===== src/hw/rtl/dwc_pkg.sv =====
// ----------------------------------------------------------------------------
// dwc_pkg: shared types and constants of the wall column caster
// Register indexes, controller states, divider selects and the
// command/status structs between the controller and the datapath.
// ----------------------------------------------------------------------------
package dwc_pkg;

  localparam int MapSizeDef     = 32;
  localparam int ScreenWidthDef = 320;
  localparam int TexSizeDef     = 8;

  localparam int CfgAddrW = 3;
  localparam int CfgDataW = 16;
  localparam int DivW     = 32;
  localparam int CamW     = 27;
  localparam int RayW     = 30;
  localparam int DeltaW   = 41;
  localparam int SideW    = 48;

  localparam logic [15:0] DistMin = 16'd13;

  typedef enum logic [CfgAddrW-1:0] {
    REG_POS_X, REG_POS_Y, REG_DIR_X, REG_DIR_Y,
    REG_PLANE_X, REG_PLANE_Y, REG_SCREEN_HEIGHT, REG_HORIZON_ROW
  } reg_idx_e;

  typedef enum logic [1:0] {
    DIV_DX, DIV_DY, DIV_LH
  } div_sel_e;

  typedef enum logic [4:0] {
    S_IDLE, S_CAM, S_RAY, S_DX, S_DX_W, S_DY, S_DY_W, S_INIT,
    S_STEP, S_LOOK, S_CHECK, S_DIST, S_LH, S_LH_W, S_WALL, S_FINISH
  } state_e;

  typedef struct packed {
    logic     accept;
    logic     cam_load;
    logic     div_start;
    logic     div_load;
    div_sel_e div_sel;
    logic     ray_load;
    logic     init;
    logic     step;
    logic     check;
    logic     dist_load;
    logic     wall_load;
    logic     out_load;
  } cmd_t;

  typedef struct packed {
    logic div_done;
    logic stop;
  } status_t;

endpackage


===== src/hw/rtl/dwc_ctrl.sv =====
// ----------------------------------------------------------------------------
// dwc_ctrl: sequencer of the wall column caster
// Walks one cast through divisions, DDA steps and wall math, and owns
// the handshakes of both channels.
// ----------------------------------------------------------------------------
module dwc_ctrl import dwc_pkg::*; (
  input  logic    clk_i,
  input  logic    rst_ni,
  input  logic    in_valid_i,
  output logic    in_ready_o,
  input  logic    func_i,
  output logic    out_valid_o,
  input  logic    out_ready_i,
  input  status_t status_i,
  output cmd_t    cmd_o
);

  state_e state_q, state_d;
  logic   out_valid_q, out_valid_d;
  logic   out_busy;

  assign out_busy   = out_valid_q && !out_ready_i;
  assign in_ready_o = (state_q == S_IDLE);

  always_comb begin
    state_d = state_q;
    case (state_q)
      S_IDLE:   if (in_valid_i && func_i) state_d = S_CAM;
      S_CAM:    state_d = S_RAY;
      S_RAY:    state_d = S_DX;
      S_DX:     state_d = S_DX_W;
      S_DX_W:   if (status_i.div_done) state_d = S_DY;
      S_DY:     state_d = S_DY_W;
      S_DY_W:   if (status_i.div_done) state_d = S_INIT;
      S_INIT:   state_d = S_STEP;
      S_STEP:   state_d = S_LOOK;
      S_LOOK:   state_d = S_CHECK;
      S_CHECK:  state_d = status_i.stop ? S_DIST : S_STEP;
      S_DIST:   state_d = S_LH;
      S_LH:     state_d = S_LH_W;
      S_LH_W:   if (status_i.div_done) state_d = S_WALL;
      S_WALL:   state_d = S_FINISH;
      S_FINISH: if (!out_busy) state_d = S_IDLE;
      default:  state_d = S_IDLE;
    endcase
  end

  always_comb begin
    cmd_o = '0;
    cmd_o.div_sel = DIV_DX;
    case (state_q)
      S_IDLE:   cmd_o.accept = in_valid_i;
      S_CAM:    cmd_o.cam_load = 1'b1;
      S_RAY:    cmd_o.ray_load = 1'b1;
      S_DX: begin
        cmd_o.div_start = 1'b1;
        cmd_o.div_sel   = DIV_DX;
      end
      S_DX_W: begin
        cmd_o.div_load = status_i.div_done;
        cmd_o.div_sel  = DIV_DX;
      end
      S_DY: begin
        cmd_o.div_start = 1'b1;
        cmd_o.div_sel   = DIV_DY;
      end
      S_DY_W: begin
        cmd_o.div_load = status_i.div_done;
        cmd_o.div_sel  = DIV_DY;
      end
      S_INIT:   cmd_o.init = 1'b1;
      S_STEP:   cmd_o.step = 1'b1;
      S_CHECK:  cmd_o.check = 1'b1;
      S_DIST:   cmd_o.dist_load = 1'b1;
      S_LH: begin
        cmd_o.div_start = 1'b1;
        cmd_o.div_sel   = DIV_LH;
      end
      S_LH_W: begin
        cmd_o.div_load = status_i.div_done;
        cmd_o.div_sel  = DIV_LH;
      end
      S_WALL:   cmd_o.wall_load = 1'b1;
      S_FINISH: cmd_o.out_load = !out_busy;
      default:  cmd_o = '0;
    endcase
  end

  always_comb begin
    out_valid_d = out_valid_q;
    if (out_ready_i) out_valid_d = 1'b0;
    if (cmd_o.out_load) out_valid_d = 1'b1;
  end

  always_ff @(posedge clk_i or negedge rst_ni) begin
    if (!rst_ni) begin
      state_q     <= S_IDLE;
      out_valid_q <= 1'b0;
    end else begin
      state_q     <= state_d;
      out_valid_q <= out_valid_d;
    end
  end

  assign out_valid_o = out_valid_q;

  // A result is never written over one that is still waiting.
  a_no_overwrite: assert property (@(posedge clk_i) disable iff (!rst_ni)
    cmd_o.out_load |-> !(out_valid_q && !out_ready_i))
    else $error("result register overwritten");

  // The divider is not started twice in a row, and its done does not follow a start at once.
  a_start_once: assert property (@(posedge clk_i) disable iff (!rst_ni)
    cmd_o.div_start |=> !cmd_o.div_start && !status_i.div_done)
    else $error("divider restarted");

  // No input transaction is taken in the step and check states of a cast.
  a_busy_no_accept: assert property (@(posedge clk_i) disable iff (!rst_ni)
    (state_q == S_STEP || state_q == S_CHECK) |-> !cmd_o.accept)
    else $error("input accepted during cast");

endmodule


===== config.mk =====
export PLATFORM = sky130hd
export DESIGN_NAME = dwc_ctrl
export DESIGN_NICKNAME = d
export VERILOG_FILES = /design/src/hw/rtl/dwc_pkg.sv /design/src/hw/rtl/dwc_ctrl.sv
export SDC_FILE = /design/constraint.sdc
export NUM_CORES = 1
export LEC_CHECK = 0
export ABC_AREA = 0
export BUFFER_PORTS_ARGS = -buffer_cell sky130_fd_sc_hd__buf_4
export CAP_MARGIN = 5
export CELL_PAD_IN_SITES_DETAIL_PLACEMENT = 1
export CELL_PAD_IN_SITES_GLOBAL_PLACEMENT = 1
export CORE_MARGIN = 10
export CORE_UTILIZATION = 27
export DETAILED_ROUTE_END_ITERATION = 10
export PLACE_DENSITY = 0.69
export SKIP_CTS_REPAIR_TIMING = 1
export SLEW_MARGIN = 20
export SYNTH_ARGS = -nofsm -noshare
export SYNTH_HDL_FRONTEND = slang
export SYNTH_SLANG_ARGS = --single-unit

===== constraint.sdc =====
create_clock -name clk_i -period 1.54 [get_ports clk_i]
set_clock_uncertainty 0.05 [all_clocks]
set_input_delay 0.154 -clock clk_i [delete_from_list [all_inputs] [get_ports clk_i]]
set_output_delay 0.154 -clock clk_i [all_outputs]
set_load 0.02 [all_outputs]

==> flow_summary.yaml <==
outcome:
  status: "complete, but fails checks"
  violations: "negative setup slack"
route:
  wl_per_cell_um: 20.0
  drt_iter0_markers: 6
  ant_nets: 0
  top_layer: "met3"
  wl_met3_um: 126
  drc: 0
  routed-wl-met2_mm: 1.19
  wl_met1_um: 899
  wl_mm: 2.22
  dr.pass1.iters: 4
  num_vias: 556
  viasPerCell: 5.01
clock_network:
  clock_sinks: 5
  cts_buffers: 3
  cts_buffer_depth: 2
  clkLatencyLatePin_ns: 0.24
  tritoncts: "yes"
  h-tree-depth: 1
  path_clk_slew_ns: 0.04
  root_buffer: "clkbuf_4"
setup_path:
  ff2ff_setup_slack_ns: -0.07
  worstSetupStartpointType: "register"
  cp_max_fo: 6
  worst-setup-path-type: "reg -> out"
  r2r_cells: 4
  timing.rr.start: "state_q[3]"
  r2r_end: "state_q[0]"
  cp_data_required_time_ns: 1.34
  cp.arrival_ns: 1.44
  end_kind: "primary output"
sta:
  finalMaxSlewViolations: 0
  finalHoldViolCount: 0
  fin_ws_ns: -0.102
  worst_pin_slew_ns: 0.263
  rsz0062_at_grt: "true"
  min_period_over_period_pct: 107
  relSlewSlack_pct: 82.5
  setup_viol: 8
  max_freq_mhz: 609
  period_needed_ns: 1.64
floorplan:
  coreArea_um2: 1520
  row_count: 14
  initial_core_util_pct: 29.1
  die-area_um2: 3670
  ioPinCount: 22
  die_w_um: 60.6
  die_h_um: 60.6
finish:
  synthToLayoutAreaGrowth_pct: 130
  final_cells: 111
  fill_cells: 164
  num_antenna_cells: 0
  fin_nets: 103
  drive_gt1_share_pct: 78.9
logic_synthesis:
  synth_edf_count: 0
  yosysUniqueCellTypes: 26
  mappedNetlistArea_um2: 444
  seq_area_frac_synth_pct: 28.2
  synth_top_area_share_pct: 28.2
  avgSynthCellArea_um2: 8.54
  async_flop_share_pct: 100
  synth_nets: 59
  yosysTopAreaCell: "dfrtp_1"
  synthTopCellsByArea: "dfrtp_1 (28%), nand2b_1 (8.5%), nor2_1 (6.8%)"
  ys_ff_latch: 5
  syn-instance-count: 52
  ys.flop_type: "dfrtp_1"
  yosysWarnings: 0
grt:
  grt_pass1_vias: 519
  overflow: 0
  antenna_found_initial: 0
  grt_max_degree: 10
  grt.total_usage_pct: 8.74
  grt_pass1_wl_mm: 2.50
power_and_ir_drop:
  switching_share_pct: 45.9
  p_int_w: 0.00134
  p_comb_share_pct: 78.7
  power_density_nw_per_um2: 2440
  p_sw_w: 0.00114
  p_seq_share_pct: 15.3
  p_total_w: 0.00248
  p_leak_nw: 0.469
  ir_drop_mv: 1.34
  p_clk_share_pct: 6.0
hold_path:
  hold_class: "in -> async"
job:
  maxCapViolCount: 0
placement:
  dpl.cell_count: 97
  gp_congestion: 0.810
  port_buffers: 21
  hpwl_mm: 1.30
==> cells by family after synthesis <==
group	after synthesis	synth area share, %
AOI/OAI and AO/OA	11	16.3
xor gates and xnor gates	1	1.97
buffers and inverters	6	9.01
DFF	5	28.2
muxes	3	8.17
and+or+nand+nor	26	36.3
==> Yosys cell counts (all sizes together), types with 2 or more instances <==
master and instances:
a21oi 3, mux2 2, nor3 3, o21a 2, dfrtp 5, buf 5, a31oi 2, nand2 3
nand2b 6, nor2 9
==> stage by stage <==
| step | cell area, µm² | utilization [%] | hold WS (ns) | worst slack (ns) | setup TNS, ns |
|---|---|---|---|---|---|
| 3_5_place_dp | 683 | 44.8 | -0.0894 | -0.109 | -0.109 |
| 3_3_place_gp | 683 | 44.8 | -0.0934 | -0.0170 | -0.0170 |
| 2_1_floorplan | 444 | - | -0.192 | -0.0366 | -0.0366 |
| 5_1_grt | 1020 | 66.9 | 0.221 | -0.156 | -0.887 |
| 4_1_cts | 709 | 46.6 | -0.348 | -0.185 | -1.73 |
| 6_report | 1020 | 66.9 | 0.225 | -0.102 | -0.321 |
==> layout make-up <==
type / instances / area [µm²] / area share (%)
Inverter: 1 / 3.75 / 0.368
Multi-Input combinational cell: 41 / 415 / 40.7
Timing Repair Buffer: 44 / 424 / 41.6
Sequential cell: 5 / 130 / 12.8
Clock buffer: 4 / 26.3 / 2.58
Tap cell: 16 / 20.0 / 1.96
==> routing by layer <==
layer	GRT usage (%)	up-vias
met5	0	-
met4	2.82	0
met3	3.34	0
met2	14.6	16
met1	10.0	272
li1	-	268
==> critical path, stage by stage, from the launching register on <==
cell     delay, ns
dfrtp_2       0.47
buf_6         0.14
mux2i_4       0.25
and3_4        0.21
buf_6         0.12
==> cell usage in the layout (no fill, tap or decap), types with 2 or more instances in the layout <==
cell      instances
nor2_4            3
nor2_1            5
nand2b_4          4
buf_6            19
o21a_1            2
buf_4            22
dfrtp_2           4
clkbuf_4          3
a31oi_1           2
nand2b_1          2
nor3_2            2
a21oi_1           2
==> power groups by stage <==
stage	sequential (W)	combinational [W]	clock (W)
global route	0.000394	0.00208	0.000161
global placement	0.000339	0.00116	0
floorplan	0.000301	0.000724	0
finish	0.000381	0.00195	0.000150
detailed placement	0.000350	0.00118	0
CTS	0.000348	0.00119	0.000157
==> sequential cells by signal, indices dropped and copies added (netlist names) <==
name         count
out_valid_o      1
state_q          4
==> worst max-delay path by stage <==
stage	start	end	slack (ns)	cells after the start
2_1_floorplan	state_q[1]	state_q[0]	-0.04	4
3_3_place_gp	state_q[0]	state_q[0]	-0.02	4
3_5_place_dp	state_q[0]	state_q[0]	-0.11	4
4_1_cts	state_q[0]	cmd_o[10]	-0.19	4
5_1_grt	state_q[3]	cmd_o[9]	-0.16	4
6_report	state_q[3]	cmd_o[9]	-0.10	4
Note: power is estimated with default switching activity, not from simulation.
